$ cat src/hw/rtl/grst_pkg.sv
// Shared types, constants and helpers for the generational slot table.
`timescale 1ns / 1ps

package grst_pkg;

	// Table geometry
	localparam int SLOT_COUNT = 16;
	localparam int COUNT_BITS = 16;
	localparam int SLOT_W     = (SLOT_COUNT > 1) ? $clog2(SLOT_COUNT) : 1;

	// Fixed field widths of the ports
	localparam int OP_W    = 3;
	localparam int IDX_W   = 4;
	localparam int TAG_W   = 32;
	localparam int GEN_W   = 32;
	localparam int STAT_W  = 3;
	localparam int CNTO_W  = 16;

	// Command queue between front and back
	localparam int QUEUE_DEPTH = 2;
	localparam int QPTR_W      = (QUEUE_DEPTH > 1) ? $clog2(QUEUE_DEPTH) : 1;
	localparam int QCNT_W      = $clog2(QUEUE_DEPTH + 1);

	localparam logic [COUNT_BITS-1:0] COUNT_MAX = '1;

	typedef enum logic [OP_W-1:0] {
		OP_REGISTER    = 3'd0,
		OP_REGISTER_AT = 3'd1,
		OP_RETAIN      = 3'd2,
		OP_RELEASE     = 3'd3,
		OP_LOOKUP      = 3'd4,
		OP_TRY_UPGRADE = 3'd5,
		OP_QUERY       = 3'd6
	} op_t;

	typedef enum logic [STAT_W-1:0] {
		ST_OK     = 3'd0,
		ST_NULL   = 3'd1,
		ST_DUP    = 3'd2,
		ST_FULL   = 3'd3,
		ST_INUSE  = 3'd4,
		ST_DEAD   = 3'd5,
		ST_GEN    = 3'd6,
		ST_COUNT  = 3'd7
	} status_t;

	typedef enum logic [1:0] {
		BK_IDLE,
		BK_SCAN,
		BK_EXEC
	} back_state_t;

	// Classified command handed from front to back
	typedef struct packed {
		op_t              op;
		logic [IDX_W-1:0] ix;
		logic [TAG_W-1:0] tag;
		logic [GEN_W-1:0] gen;
		logic             tag_null;
		logic             ix_bad;
	} cmd_t;

	// Low bits of a table index as carried in the result field
	function automatic logic [IDX_W-1:0] slot_field(input logic [SLOT_W-1:0] s);
		logic [63:0] w;
		w = 64'(s);
		return w[IDX_W-1:0];
	endfunction

	// Low bits of a reference count as carried in the result field
	function automatic logic [CNTO_W-1:0] count_field(input logic [COUNT_BITS-1:0] c);
		logic [63:0] w;
		w = 64'(c);
		return w[CNTO_W-1:0];
	endfunction

endpackage

$ cat src/hw/rtl/grst_front.sv
// Front end: accepts input beats, classifies them and hands commands to the queue.
`timescale 1ns / 1ps

module grst_front (
	input  logic                          clk,
	input  logic                          arst_n,
	input  logic                          in_valid,
	output logic                          in_ready,
	input  logic [grst_pkg::OP_W-1:0]     operation,
	input  logic [grst_pkg::IDX_W-1:0]    slot_index,
	input  logic [grst_pkg::TAG_W-1:0]    owner_tag,
	input  logic [grst_pkg::GEN_W-1:0]    expected_generation,
	output logic                          cmd_valid,
	input  logic                          cmd_ready,
	output grst_pkg::cmd_t                cmd
);

	logic           valid_s1;
	grst_pkg::cmd_t cmd_s1;
	grst_pkg::cmd_t cls;
	logic           accept;
	logic           push;

	// Classify: fold the unused code onto query, flag null tag and out-of-range index
	always_comb begin
		cls.op       = (operation > grst_pkg::OP_W'(grst_pkg::OP_QUERY)) ?
			grst_pkg::OP_QUERY : grst_pkg::op_t'(operation);
		cls.ix       = slot_index;
		cls.tag      = owner_tag;
		cls.gen      = expected_generation;
		cls.tag_null = (owner_tag == '0);
		cls.ix_bad   = (32'(slot_index) >= grst_pkg::SLOT_COUNT);
	end

	assign push     = valid_s1 && cmd_ready;
	assign in_ready = !valid_s1 || cmd_ready;
	assign accept   = in_valid && in_ready;

	// Hold the classified beat until the queue takes it
	always_ff @(posedge clk or negedge arst_n) begin
		if (!arst_n) begin
			valid_s1 <= 1'b0;
		end else if (accept) begin
			valid_s1 <= 1'b1;
		end else if (push) begin
			valid_s1 <= 1'b0;
		end
	end

	always_ff @(posedge clk) begin
		if (accept) begin
			cmd_s1 <= cls;
		end
	end

	assign cmd_valid = valid_s1;
	assign cmd       = cmd_s1;

endmodule

$ cat src/hw/rtl/grst_queue.sv
// Short command queue that decouples the front end from the back end.
`timescale 1ns / 1ps

module grst_queue (
	input  logic           clk,
	input  logic           arst_n,
	input  logic           push_valid,
	output logic           push_ready,
	input  grst_pkg::cmd_t push_cmd,
	output logic           pop_valid,
	input  logic           pop,
	output grst_pkg::cmd_t pop_cmd
);

	grst_pkg::cmd_t                  entry_q [grst_pkg::QUEUE_DEPTH];
	logic [grst_pkg::QPTR_W-1:0]     wr_ptr_q;
	logic [grst_pkg::QPTR_W-1:0]     rd_ptr_q;
	logic [grst_pkg::QCNT_W-1:0]     fill_q;
	logic                            do_push;
	logic                            do_pop;

	assign push_ready = (32'(fill_q) < grst_pkg::QUEUE_DEPTH);
	assign pop_valid  = (fill_q != '0);
	assign do_push    = push_valid && push_ready;
	assign do_pop     = pop && pop_valid;
	assign pop_cmd    = entry_q[rd_ptr_q];

	// Advance pointers and fill level
	always_ff @(posedge clk or negedge arst_n) begin
		if (!arst_n) begin
			wr_ptr_q <= '0;
			rd_ptr_q <= '0;
			fill_q   <= '0;
		end else begin
			if (do_push) begin
				wr_ptr_q <= (32'(wr_ptr_q) == grst_pkg::QUEUE_DEPTH - 1) ? '0 : wr_ptr_q + 1'b1;
			end
			if (do_pop) begin
				rd_ptr_q <= (32'(rd_ptr_q) == grst_pkg::QUEUE_DEPTH - 1) ? '0 : rd_ptr_q + 1'b1;
			end
			if (do_push && !do_pop) begin
				fill_q <= fill_q + 1'b1;
			end else if (do_pop && !do_push) begin
				fill_q <= fill_q - 1'b1;
			end
		end
	end

	// Store the pushed command
	always_ff @(posedge clk) begin
		if (do_push) begin
			entry_q[wr_ptr_q] <= push_cmd;
		end
	end

endmodule

$ cat src/hw/rtl/grst_back.sv
// Back end: slot stores, register scan, read-modify-write of one slot and result register.
`timescale 1ns / 1ps

module grst_back (
	input  logic                            clk,
	input  logic                            arst_n,
	input  logic                            cmd_valid,
	output logic                            cmd_pop,
	input  grst_pkg::cmd_t                  cmd,
	output logic                            out_valid,
	input  logic                            out_ready,
	output logic [grst_pkg::STAT_W-1:0]     status,
	output logic [grst_pkg::IDX_W-1:0]      result_slot,
	output logic [grst_pkg::GEN_W-1:0]      slot_generation_out,
	output logic [grst_pkg::CNTO_W-1:0]     slot_count_out,
	output logic [grst_pkg::TAG_W-1:0]      slot_tag_out
);

	// Slot stores
	logic [grst_pkg::TAG_W-1:0]      owner_q [grst_pkg::SLOT_COUNT];
	logic [grst_pkg::GEN_W-1:0]      gen_q   [grst_pkg::SLOT_COUNT];
	logic [grst_pkg::COUNT_BITS-1:0] cnt_q   [grst_pkg::SLOT_COUNT];

	grst_pkg::back_state_t       state_q, state_d;
	grst_pkg::cmd_t              cmd_q;
	logic [grst_pkg::SLOT_W-1:0] scan_q, scan_d;

	logic [grst_pkg::SLOT_W-1:0]     idx;
	logic [grst_pkg::TAG_W-1:0]      own;
	logic [grst_pkg::GEN_W-1:0]      gen;
	logic [grst_pkg::COUNT_BITS-1:0] cnt;
	logic [grst_pkg::TAG_W-1:0]      nxt_own;
	logic [grst_pkg::GEN_W-1:0]      nxt_gen;
	logic [grst_pkg::COUNT_BITS-1:0] nxt_cnt;
	logic                            wr_en;
	logic                            cnt_zero;
	logic                            cnt_sat;

	logic                            res_load;
	grst_pkg::status_t               res_status;
	logic [grst_pkg::IDX_W-1:0]      res_slot;
	logic                            res_present;

	logic                            out_valid_q;
	grst_pkg::status_t               status_q;
	logic [grst_pkg::IDX_W-1:0]      slot_q;
	logic [grst_pkg::GEN_W-1:0]      gen_out_q;
	logic [grst_pkg::CNTO_W-1:0]     cnt_out_q;
	logic [grst_pkg::TAG_W-1:0]      tag_out_q;

	// Read the addressed slot
	always_comb begin
		idx      = (state_q == grst_pkg::BK_SCAN) ? scan_q : grst_pkg::SLOT_W'(cmd_q.ix);
		own      = owner_q[idx];
		gen      = gen_q[idx];
		cnt      = cnt_q[idx];
		cnt_zero = (cnt == '0);
		cnt_sat  = (cnt == grst_pkg::COUNT_MAX);
	end

	// Next state, slot update and result
	always_comb begin
		state_d     = state_q;
		scan_d      = scan_q;
		cmd_pop     = 1'b0;
		nxt_own     = own;
		nxt_gen     = gen;
		nxt_cnt     = cnt;
		wr_en       = 1'b0;
		res_load    = 1'b0;
		res_status  = grst_pkg::ST_OK;
		res_slot    = grst_pkg::slot_field(idx);
		res_present = 1'b1;
		case (state_q)
			grst_pkg::BK_IDLE: begin
				if (cmd_valid && !out_valid_q) begin
					cmd_pop = 1'b1;
					scan_d  = '0;
					state_d = (cmd.op == grst_pkg::OP_REGISTER && !cmd.tag_null) ?
						grst_pkg::BK_SCAN : grst_pkg::BK_EXEC;
				end
			end
			grst_pkg::BK_SCAN: begin
				// Walk slots from index 0: first empty wins, an earlier same-tag slot stops
				if (own == '0) begin
					nxt_own  = cmd_q.tag;
					nxt_gen  = gen + 1'b1;
					nxt_cnt  = grst_pkg::COUNT_BITS'(1);
					wr_en    = 1'b1;
					res_load = 1'b1;
					state_d  = grst_pkg::BK_IDLE;
				end else if (own == cmd_q.tag) begin
					res_status = grst_pkg::ST_DUP;
					res_load   = 1'b1;
					state_d    = grst_pkg::BK_IDLE;
				end else if (32'(scan_q) == grst_pkg::SLOT_COUNT - 1) begin
					res_status  = grst_pkg::ST_FULL;
					res_slot    = '0;
					res_present = 1'b0;
					res_load    = 1'b1;
					state_d     = grst_pkg::BK_IDLE;
				end else begin
					scan_d = scan_q + 1'b1;
				end
			end
			grst_pkg::BK_EXEC: begin
				res_load = 1'b1;
				res_slot = cmd_q.ix;
				state_d  = grst_pkg::BK_IDLE;
				if (cmd_q.op == grst_pkg::OP_REGISTER) begin
					// only a null tag skips the scan
					res_status  = grst_pkg::ST_NULL;
					res_slot    = '0;
					res_present = 1'b0;
				end else if (cmd_q.ix_bad) begin
					res_status  = (cmd_q.op == grst_pkg::OP_REGISTER_AT) ?
						grst_pkg::ST_FULL : grst_pkg::ST_DEAD;
					res_present = 1'b0;
				end else begin
					case (cmd_q.op)
						grst_pkg::OP_REGISTER_AT: begin
							if (cmd_q.tag_null) begin
								res_status  = grst_pkg::ST_NULL;
								res_slot    = '0;
								res_present = 1'b0;
							end else if (own != '0) begin
								res_status = grst_pkg::ST_INUSE;
							end else begin
								nxt_own = cmd_q.tag;
								nxt_gen = gen + 1'b1;
								nxt_cnt = grst_pkg::COUNT_BITS'(1);
								wr_en   = 1'b1;
							end
						end
						grst_pkg::OP_RETAIN: begin
							if (cnt_sat) begin
								res_status = grst_pkg::ST_COUNT;
							end else begin
								nxt_cnt = cnt + 1'b1;
								wr_en   = 1'b1;
							end
						end
						grst_pkg::OP_RELEASE: begin
							if (cnt_zero) begin
								res_status = grst_pkg::ST_COUNT;
							end else begin
								nxt_cnt = cnt - 1'b1;
								if (cnt == grst_pkg::COUNT_BITS'(1)) begin
									nxt_own = '0;
								end
								wr_en = 1'b1;
							end
						end
						grst_pkg::OP_LOOKUP: begin
							if (cnt_zero) begin
								res_status = grst_pkg::ST_DEAD;
							end else if (cnt_sat) begin
								res_status = grst_pkg::ST_COUNT;
							end else begin
								nxt_cnt = cnt + 1'b1;
								wr_en   = 1'b1;
							end
						end
						grst_pkg::OP_TRY_UPGRADE: begin
							if (gen != cmd_q.gen) begin
								res_status = grst_pkg::ST_GEN;
							end else if (cnt_zero) begin
								res_status = grst_pkg::ST_DEAD;
							end else if (cnt_sat) begin
								res_status = grst_pkg::ST_COUNT;
							end else begin
								nxt_cnt = cnt + 1'b1;
								wr_en   = 1'b1;
							end
						end
						default: begin
							res_status = grst_pkg::ST_OK;
						end
					endcase
				end
			end
			default: begin
				state_d = grst_pkg::BK_IDLE;
			end
		endcase
	end

	// Control registers
	always_ff @(posedge clk or negedge arst_n) begin
		if (!arst_n) begin
			state_q <= grst_pkg::BK_IDLE;
			scan_q  <= '0;
		end else begin
			state_q <= state_d;
			scan_q  <= scan_d;
		end
	end

	// Latch the popped command
	always_ff @(posedge clk) begin
		if (cmd_pop) begin
			cmd_q <= cmd;
		end
	end

	// Slot stores: clear at reset, write back the updated slot
	always_ff @(posedge clk or negedge arst_n) begin
		if (!arst_n) begin
			for (int i = 0; i < grst_pkg::SLOT_COUNT; i++) begin
				owner_q[i] <= '0;
				gen_q[i]   <= '0;
				cnt_q[i]   <= '0;
			end
		end else if (wr_en) begin
			owner_q[idx] <= nxt_own;
			gen_q[idx]   <= nxt_gen;
			cnt_q[idx]   <= nxt_cnt;
		end
	end

	// Result register: hold the beat until taken
	always_ff @(posedge clk or negedge arst_n) begin
		if (!arst_n) begin
			out_valid_q <= 1'b0;
		end else if (res_load) begin
			out_valid_q <= 1'b1;
		end else if (out_ready) begin
			out_valid_q <= 1'b0;
		end
	end

	always_ff @(posedge clk) begin
		if (res_load) begin
			status_q  <= res_status;
			slot_q    <= res_slot;
			gen_out_q <= res_present ? nxt_gen : '0;
			cnt_out_q <= res_present ? grst_pkg::count_field(nxt_cnt) : '0;
			tag_out_q <= res_present ? nxt_own : '0;
		end
	end

	assign out_valid           = out_valid_q;
	assign status              = status_q;
	assign result_slot         = slot_q;
	assign slot_generation_out = gen_out_q;
	assign slot_count_out      = cnt_out_q;
	assign slot_tag_out        = tag_out_q;

	// A new result never overwrites one still waiting
	a_no_overwrite: assert property (@(posedge clk) disable iff (!arst_n)
		res_load |-> !out_valid_q)
		else $error("result loaded over a pending result");

	// Only a register with a real tag scans
	a_scan_cmd: assert property (@(posedge clk) disable iff (!arst_n)
		state_q == grst_pkg::BK_SCAN |-> cmd_q.op == grst_pkg::OP_REGISTER && !cmd_q.tag_null)
		else $error("scan running for a command that does not scan");

	// A slot written with zero references is left empty
	a_zero_empty: assert property (@(posedge clk) disable iff (!arst_n)
		wr_en |-> (nxt_cnt != '0 || nxt_own == '0))
		else $error("slot left owned with no references");

	// The scan index stays inside the table
	a_scan_range: assert property (@(posedge clk) disable iff (!arst_n)
		state_q == grst_pkg::BK_SCAN |-> 32'(scan_q) < grst_pkg::SLOT_COUNT)
		else $error("scan index beyond table");

	// After a pop the back end is busy and no result is pending
	a_pop_then_busy: assert property (@(posedge clk) disable iff (!arst_n)
		cmd_pop |=> state_q != grst_pkg::BK_IDLE && !out_valid_q)
		else $error("popped command lost");

endmodule

$ cat src/hw/rtl/generational_refcounted_slot_table.sv
// Top level of the generational, reference-counted slot table.
//
//   channel | handshake            | payload
//   --------+----------------------+------------------------------------------------------
//   in      | in_valid / in_ready  | operation, slot_index, owner_tag, expected_generation
//   out     | out_valid / out_ready| status, result_slot, slot_generation_out,
//           |                      | slot_count_out, slot_tag_out
//
// An item is registered in the front stage, then waits in a two-entry queue.
// The back end takes a command only when its result register is empty, then
// reads, updates and writes back one slot and loads the result register.
// Register scans one slot per cycle from index 0 and stops at the first empty
// slot, at a same-tag slot, or at the last slot of the table.
// Reset clears all slot stores at once; no clearing pass is needed.
// A stalled output holds the back end; the queue and front stage keep accepting until full.
`timescale 1ns / 1ps

module generational_refcounted_slot_table (
	input  logic                          clk,
	input  logic                          arst_n,
	input  logic                          in_valid,
	output logic                          in_ready,
	input  logic [grst_pkg::OP_W-1:0]     operation,
	input  logic [grst_pkg::IDX_W-1:0]    slot_index,
	input  logic [grst_pkg::TAG_W-1:0]    owner_tag,
	input  logic [grst_pkg::GEN_W-1:0]    expected_generation,
	output logic                          out_valid,
	input  logic                          out_ready,
	output logic [grst_pkg::STAT_W-1:0]   status,
	output logic [grst_pkg::IDX_W-1:0]    result_slot,
	output logic [grst_pkg::GEN_W-1:0]    slot_generation_out,
	output logic [grst_pkg::CNTO_W-1:0]   slot_count_out,
	output logic [grst_pkg::TAG_W-1:0]    slot_tag_out
);

	logic           front_valid;
	logic           front_ready;
	grst_pkg::cmd_t front_cmd;
	logic           q_valid;
	logic           q_pop;
	grst_pkg::cmd_t q_cmd;

	grst_front u_front (
		.clk                 (clk),
		.arst_n              (arst_n),
		.in_valid            (in_valid),
		.in_ready            (in_ready),
		.operation           (operation),
		.slot_index          (slot_index),
		.owner_tag           (owner_tag),
		.expected_generation (expected_generation),
		.cmd_valid           (front_valid),
		.cmd_ready           (front_ready),
		.cmd                 (front_cmd)
	);

	grst_queue u_queue (
		.clk        (clk),
		.arst_n     (arst_n),
		.push_valid (front_valid),
		.push_ready (front_ready),
		.push_cmd   (front_cmd),
		.pop_valid  (q_valid),
		.pop        (q_pop),
		.pop_cmd    (q_cmd)
	);

	grst_back u_back (
		.clk                 (clk),
		.arst_n              (arst_n),
		.cmd_valid           (q_valid),
		.cmd_pop             (q_pop),
		.cmd                 (q_cmd),
		.out_valid           (out_valid),
		.out_ready           (out_ready),
		.status              (status),
		.result_slot         (result_slot),
		.slot_generation_out (slot_generation_out),
		.slot_count_out      (slot_count_out),
		.slot_tag_out        (slot_tag_out)
	);

endmodule
$ cat config.mk
export PLATFORM = sky130hd
export DESIGN_NAME = generational_refcounted_slot_table
export DESIGN_NICKNAME = d
export VERILOG_FILES = /design/src/hw/rtl/grst_pkg.sv /design/src/hw/rtl/grst_front.sv /design/src/hw/rtl/grst_queue.sv /design/src/hw/rtl/grst_back.sv /design/src/hw/rtl/generational_refcounted_slot_table.sv
export SDC_FILE = /design/constraint.sdc
export NUM_CORES = 2
export LEC_CHECK = 0
export CORE_MARGIN = 2
export CORE_UTILIZATION = 55
export CTS_BUF_LIST = sky130_fd_sc_hd__clkbuf_8
export DETAILED_ROUTE_END_ITERATION = 6
export DONT_BUFFER_PORTS = 1
export PLACE_DENSITY = 0.7
export SLEW_MARGIN = 20
export SYNTH_ARGS = -nofsm -noshare
export SYNTH_HDL_FRONTEND = slang
export SYNTH_SLANG_ARGS = --single-unit
$ cat constraint.sdc
create_clock -name clk -period 15 [get_ports clk]
set_input_delay 0 -clock clk [delete_from_list [all_inputs] [get_ports clk]]
set_output_delay 0 -clock clk [all_outputs]
set_load 0.03 [all_outputs]
* After elaboration in Yosys (flattened, before gate mapping)
Memory sizes are Yosys's and may differ from the RTL's.
Cells that the tools add are included.
** Storage, ports and cells
- Register bits after elaboration :: 1524
- Latch bits :: 0
- Memory bits (writable) :: 144
- Bits in read-only memories :: 0
- Input bits :: 75
- Output and inout port bits :: 89
- Logic and storage cells :: 242
- Memories kept :: 1
** Memories
- u_queue.entry_q :: words 2, bits a word 72, read ports 1, clocked after Yosys merged registers in 0, wr ports 1, line grst_queue.sv:15 : grst_pkg::cmd_t entry_q [grst_pkg::QUEUE_DEPTH];
** Operators by class
- Add/sub/neg operators :: 8
- $mul :: 0
- Divide/modulo/power cells :: 0
- $lt $le $gt $ge :: 4
- Equality and inequality tests :: 17
- Shift-type cells :: 0
- Mux-type cells :: 112
- Bitwise gates (word level) :: 1
- Reductions and logical operators :: 28
** Operators with widths (number)
- $bwmux 512 :: 2
- $mux 32 :: 18
- $bmux 32 s4 :: 2
- $bwmux 256 :: 1
- $mux 16 :: 12
- $pmux 32 s2 :: 3
- $demux 32 s4 :: 1
- $pmux 16 s5 :: 1
- $bmux 16 s4 :: 1
- $demux 16 s4 :: 1
- $logic_not 32->1 :: 2
- $mux 4 :: 12
- $mux 3 :: 11
- $add 32x1->32 const B :: 1
- $eq 32x32->1 :: 1
- $ne 32x32->1 :: 1
- $pmux 16 s2 :: 1
- $reduce_bool 32->1 :: 1
- $mux 1 :: 29
- $add 16x1->16 const B :: 1
- $eq 16x1->1 const B :: 1
- $eq 16x16->1 const B :: 1
- $logic_not 16->1 :: 1
- $mux 2 :: 8
- 33 further kinds :: 57

* Longest topological paths before layout
- Word-level depth :: 15
- Mapped depth :: 25
- Mapped depth without buffers :: 16

* By module
A second synthesis with hierarchy kept.
** Unflattened totals
- Cell total of the unflattened synthesis :: 7211
- Area, all modules :: 75016.9 sq um
** Modules (own cells, without submodules)
- grst_back :: times used 1, cells each 6875, area each 67004.3 sq um, seq. area each 37010.5 sq um
- grst_queue :: times used 1, cells each 244, area each 5708.0 sq um, seq. area each 4484.3 sq um
- grst_front :: times used 1, cells each 92, area each 2304.7 sq um, seq. area each 2187.1 sq um

* Worst setup path before layout
No wires, ideal clock.
- Path type :: flip-flop to flip-flop
- Start :: register u_back.state_q[1]
- End :: register u_back.slot_q, in the netlist u_back.result_slot[0] (enable)
- Setup time :: 453 ps
- Data arrival time :: 5550 ps
- Path slack :: 8997 ps
- Stages on the path, launching flop included :: 17
- Buffers on the path :: 5
- Period minus slack after synthesis :: 6003 ps
- Cell sequence :: dfrtp_1 inv_1 ha_1 buf_6 mux2i_1 buf_6 buf_8 buf_2 mux4_2 nand2_1 nand4_1 nor4_1 nand4_1 nor2_1 buf_2 o21a_1 o21a_1
** On the way
- Cells in the longest elaborated chain, start to end :: 10
- Elaborated cells between the ends (all ways) :: 12
** Ends and longest elaborated chain
- start, declared :: line grst_back.sv:24 : grst_pkg::back_state_t state_q, state_d;
- start signal, assigned :: line grst_back.sv:191 : state_q <= grst_pkg::BK_IDLE;
- start signal, assigned :: line grst_back.sv:194 : state_q <= state_d;
- $eq 2x1->1 :: line grst_back.sv:53, grst_back.sv:74
- $mux 4 :: line grst_back.sv:53 : idx = (state_q == grst_pkg::BK_SCAN) ? scan_q : grst_pkg::SLOT_W'(cmd_q.ix);
- $not 4->5 (not written as such) :: line grst_back.sv:54 : own = owner_q[idx];
- $bmux 32 s4 :: line grst_back.sv:54
- $mux 32 (not written as such) (2 in series) :: line grst_back.sv:54
- $eq 32x32->1 :: line grst_back.sv:92 : end else if (own == cmd_q.tag) begin
- $mux 1 :: line grst_back.sv:92
- $mux 1 :: line grst_back.sv:85 : if (own == '0) begin
- $pmux 1 s2 * :: line grst_back.sv:74 : case (state_q)
- net u_back.res_load :: line grst_back.sv:39 : logic res_load;
- end signal, assigned :: line grst_back.sv:235 : slot_q <= res_slot;
- end, declared :: line grst_back.sv:46 : logic [grst_pkg::IDX_W-1:0] slot_q;
The timed path passes the listed nets; every way through them passes the cells marked *. The select of a mux whose other input is x is not followed.
A chain may end at the register's enable or synchronous reset.

* Final worst setup path
- Start :: register u_back.state_q[1]
- End :: register u_back.owner_q[188] (netlist bit)
** On the way
- Cells in the longest elaborated chain, start to end :: 14
- Elaborated cells between the ends (all ways) :: 45
** Ends and longest elaborated chain
- $eq 2x1->1 :: line grst_back.sv:53, grst_back.sv:74
- $mux 4 :: line grst_back.sv:53
- $not 4->5 (not written as such)
- $bmux 16 s4 / $bmux 32 s4 (equally long branches) :: line grst_back.sv:56, grst_back.sv:54
- $mux 16 (not written as such) / $mux 32 (equally long branches) (2 in series) :: line grst_back.sv:56, grst_back.sv:54
- $eq 16x16->1 (tied with other cells) :: line grst_back.sv:58 : cnt_sat = (cnt == grst_pkg::COUNT_MAX);
- $mux 1 (tied with other cells) :: line grst_back.sv:136, grst_back.sv:157, grst_back.sv:169
- $mux 1 (tied with other cells) :: line grst_back.sv:155 : if (cnt_zero) begin
- $mux 1 / $pmux 32 s2 (equally long branches) :: line grst_back.sv:165, grst_back.sv:120
- $pmux 1 s5 / $mux 32 (equally long branches) :: line grst_back.sv:120, grst_back.sv:115
- $mux 1 / $mux 32 (equally long branches) :: line grst_back.sv:115, grst_back.sv:110
- $mux 1 / $pmux 32 s2 (equally long branches) :: line grst_back.sv:110, grst_back.sv:74
- $pmux 1 s2 / $bwmux 512 (equally long branches) :: line grst_back.sv:74, grst_back.sv:215
- end signal, assigned by index :: line grst_back.sv:215 : owner_q[idx] <= nxt_own;
- end, declared :: line grst_back.sv:20 : logic [grst_pkg::TAG_W-1:0] owner_q [grst_pkg::SLOT_COUNT];
Parallel ways exist; a longest one is shown, timed or not. The select of a mux whose other input is x is not followed.

==> impl_metrics.yaml <==
floorplan:
  core_um2: 141200
  die-area_um2: 144900
  die_w_um: 380.7
  start_util: 0.5525
  fp-row-count: 138
  die_h_um: 380.7
  boundaryPins: 164
critical_path:
  worstPathMaxFanout: 67
  r2r_cells: 19
  cp-start-kind: "flip-flop"
  r2r-end: "u_back.owner_q[188]$_DFFE_PN0P_"
  crit_type: "reg2reg"
  cp_common_cell: "buf_4"
  reg2reg_from: "u_back.state_q[1]$_DFFE_PN0P_"
  required_ns: 15.86
  critical-path-max-stage-delay_ns: 0.90
  cp.arrival_ns: 10.25
  crit_chain: "inv_1, ha_2, buf_4, mux2i_4, buf_4, buf_4, mux4_2, nor2_1, nor4b_1, xnor2_1, nand4_1, nor4_2, a21oi_2, o21a_4, buf_4, nor2_4, buf_4, buf_4, mux2_2"
  reg2reg_slack_ns: 5.61
  cp_slowest_cell: "nor4_2"
  endpoint_kind: "flip-flop"
route:
  dr.first_iter.drc_count: 6450
  postRouteAntennaNets: 0
  vias: 54890
  wirelength_um: 247400
  vias_per_cell: 6.801
  drc_errors: 2
  wl_per_cell_um: 30.65
  drt_first_pass_iters: 7
cells_and_area:
  instances_no_fill: 8070
  drive_above_1_share: 0.2489
  design_area_um2: 86110
  fin_util: 0.6097
  finalNetCount: 6061
  syn_to_final_growth_pct: 10.34
synth:
  synth.largest_area_cell: "dfrtp_1"
  synthAdderAreaFrac: 0.001283
  yosysWarnings: 0
  syn_inst: 5926
  synthTopCellsByCount: "1292 x dfrtp_1, 728 x mux2_2, 487 x a21oi_1, 394 x mux2_1, 375 x edfxtp_1"
  yosys.area_share.simple: 0.04909
  synth_top_area_frac: 0.4143
  syn_area_per_cell_um2: 13.17
  ys.flop_type: "dfrtp_1"
  synth_compound_area_frac: 0.1320
  synthXorXnorAreaFrac: 0.009427
  synth.most_common_cell: "dfrtp_1"
  netlist_area_um2: 78040
  synth_mux_area_frac: 0.2090
  yosys-top-cells-area: "dfrtp_1 41%, edfxtp_1 14%, mux2_2 11%, mux2_1 5.7%, mux4_2 3.3%"
  synth.distinct_cells: 111
  synth_nets: 6009
  seq_area_frac_synth: 0.5586
  synth-edff-count: 375
  synth_top_family_by_area: "multiplexers"
  ys_async_sr_fraction: 0.7750
  ys_seq_elements: 1667
timing:
  fin_crit_ns: 9.389
  grt_setup_unrepaired: "false"
  slew_headroom: 0.1800
  timing.setup.tns_ns: 0
  fmax_mhz: 106.5
  hold_ws_ns: 0.1402
  skew_ns: 0.1042
  setup_viol: 0
  fin_crit_sh: 0.6259
  slew_viol_final: 0
  layout_setup_ws_ns: 5.611
  worst_pin_slew_ns: 1.230
  hold_viol: 0
pwr:
  power.net_switching_mw: 8.017
  comb_power_share: 0.410
  p_clk_frac: 0.222
  p_int_mw: 10.28
  max-vdd-ir-drop_mv: 0.1916
  p_sw_frac: 0.4382
  p_total_mw: 18.30
  cellPowerDensity_nw_per_um2: 212.5
  power_frac_seq: 0.367
  leakage_nw: 38.40
global_route:
  grt_max_degree: 223
  overflow: 0
  antenna_found_initial: 8
  grt_usage: 0.3377
  grt_pass1_vias: 55110
  grt_pass1_wl_um: 367500
clock_tree:
  clk_latency_ns: 1.03
  cts_tree: "done"
  cts_root_buffer: "clkbuf_8"
  cts.repair.resized: 0
  htree_levels: 5
  clk_pin_slew_ns: 0.07
  cts_buffers: 296
  cts_buffer_depth: 4
  cts_sinks: 1667
status:
  status: "finished with violations"
  violations: "DRC"
placement:
  dp_hpwl_um: 139600
  post_dp_cell_area_um2: 78910
  gp_congestion: 1.008
  port_buffers: 0
  placed_cells: 7415
  place_ws_ns: 5.849
job:
  max_cap_violations: 0
min_path:
  hold-path-endpoint: "u_front.cmd[4]$_DFFE_PP_"
  whs_path_depth: 2
  min_from: "expected_generation[2]"
  hold_class: "in2reg"
## state kept, by name (all words and copies together) (netlist names)
name                        count
u_back.slot_tag_out            32
u_back.out_valid                1
u_front.cmd                    72
u_back.state_q                  2
u_queue.rd_ptr_q                1
u_queue.entry_q               144
u_back.gen_q                  512
u_back.result_slot              4
u_back.slot_generation_out     32
u_back.scan_q                   4
u_queue.fill_q                  2
u_queue.wr_ptr_q                1
u_back.status                   3
u_front.cmd_valid               1
u_back.slot_count_out          16
u_back.cmd_q                   72
u_back.owner_q                512
u_back.cnt_q                  256
## area by class of cell
cell class | count | area [um2]
diodes | 5 | 12.51
clock buffers | 344 | 4735
clock inverters | 151 | 797.0
fillers | 11000 | 55130
inverters | 34 | 128.9
multi-input cells | 3685 | 31520
flip-flops and latches | 1667 | 43590
well taps | 1890 | 2365
repair buffers | 294 | 2953
## power groups by stage
stage | clock network, mW | logic [mW] | registers, mW
after floorplan | 0 | 4.77 | 6.39
after global placement | 0 | 7.12 | 6.69
after detailed placement | 0 | 7.19 | 6.73
after CTS | 4.09 | 7.26 | 6.66
after global routing | 4.33 | 7.84 | 6.79
final | 4.07 | 7.50 | 6.72
## per-layer routing
layer,wire length (um),track usage
met1,97880,0.4612
met2,109400,0.4980
met3,28980,0.1077
met4,10920,0.1435
met5,186,0.009259
## cells by family after synthesis
kind of cell / count (synthesis)
compound gates: 1584
xor+xnor: 84
fa+ha+maj: 8
buf+inv: 574
flops: 1667
mux: 1324
simple gates: 685
## cell usage in the layout, fill, tap and decap left out, drive strengths merged, types with 143 or more instances in the layout
master,count
a21boi,191
a21oi,489
buf,143
clkbuf,344
dfrtp,1292
dlygate4sd3,151
edfxtp,375
mux2,1161
nand2,165
nor2,173
o21ai,289
## how the worst max path moves through the flow
stage | slack [ns] | cells after the start | end | from
finish | 5.61 | 19 | u_back.owner_q[188]$_DFFE_PN0P_ | u_back.state_q[1]$_DFFE_PN0P_
global route | 5.37 | 19 | u_back.gen_q[191]$_DFFE_PN0P_ | u_back.state_q[1]$_DFFE_PN0P_
CTS | 5.80 | 19 | u_back.gen_q[191]$_DFFE_PN0P_ | u_back.state_q[1]$_DFFE_PN0P_
detailed placement | 5.85 | 19 | u_back.owner_q[186]$_DFFE_PN0P_ | u_back.state_q[1]$_DFFE_PN0P_
global placement | 5.96 | 17 | u_back.owner_q[187]$_DFFE_PN0P_ | u_back.state_q[1]$_DFFE_PN0P_
floorplan | 9.00 | 16 | u_back.result_slot[0]$_DFFE_PP_ | u_back.state_q[1]$_DFFE_PN0P_
## repair_timing
action | CTS | global route
setup endpoints to repair | 0 | 0
hold endpoints to repair | 784 | 0
buffers inserted | 0 | 0
hold buffers | 153 | 0
## critical path, delay by kind of cell (launching register included)
family	cells	cell delay, ns
mux	3	1.10
buf+inv	7	3.79
compound gates	2	0.85
fa+ha+maj	1	0.16
flops	1	0.40
simple gates	5	2.45
xor+xnor	1	0.19
Power figures use the tool's default switching activity.
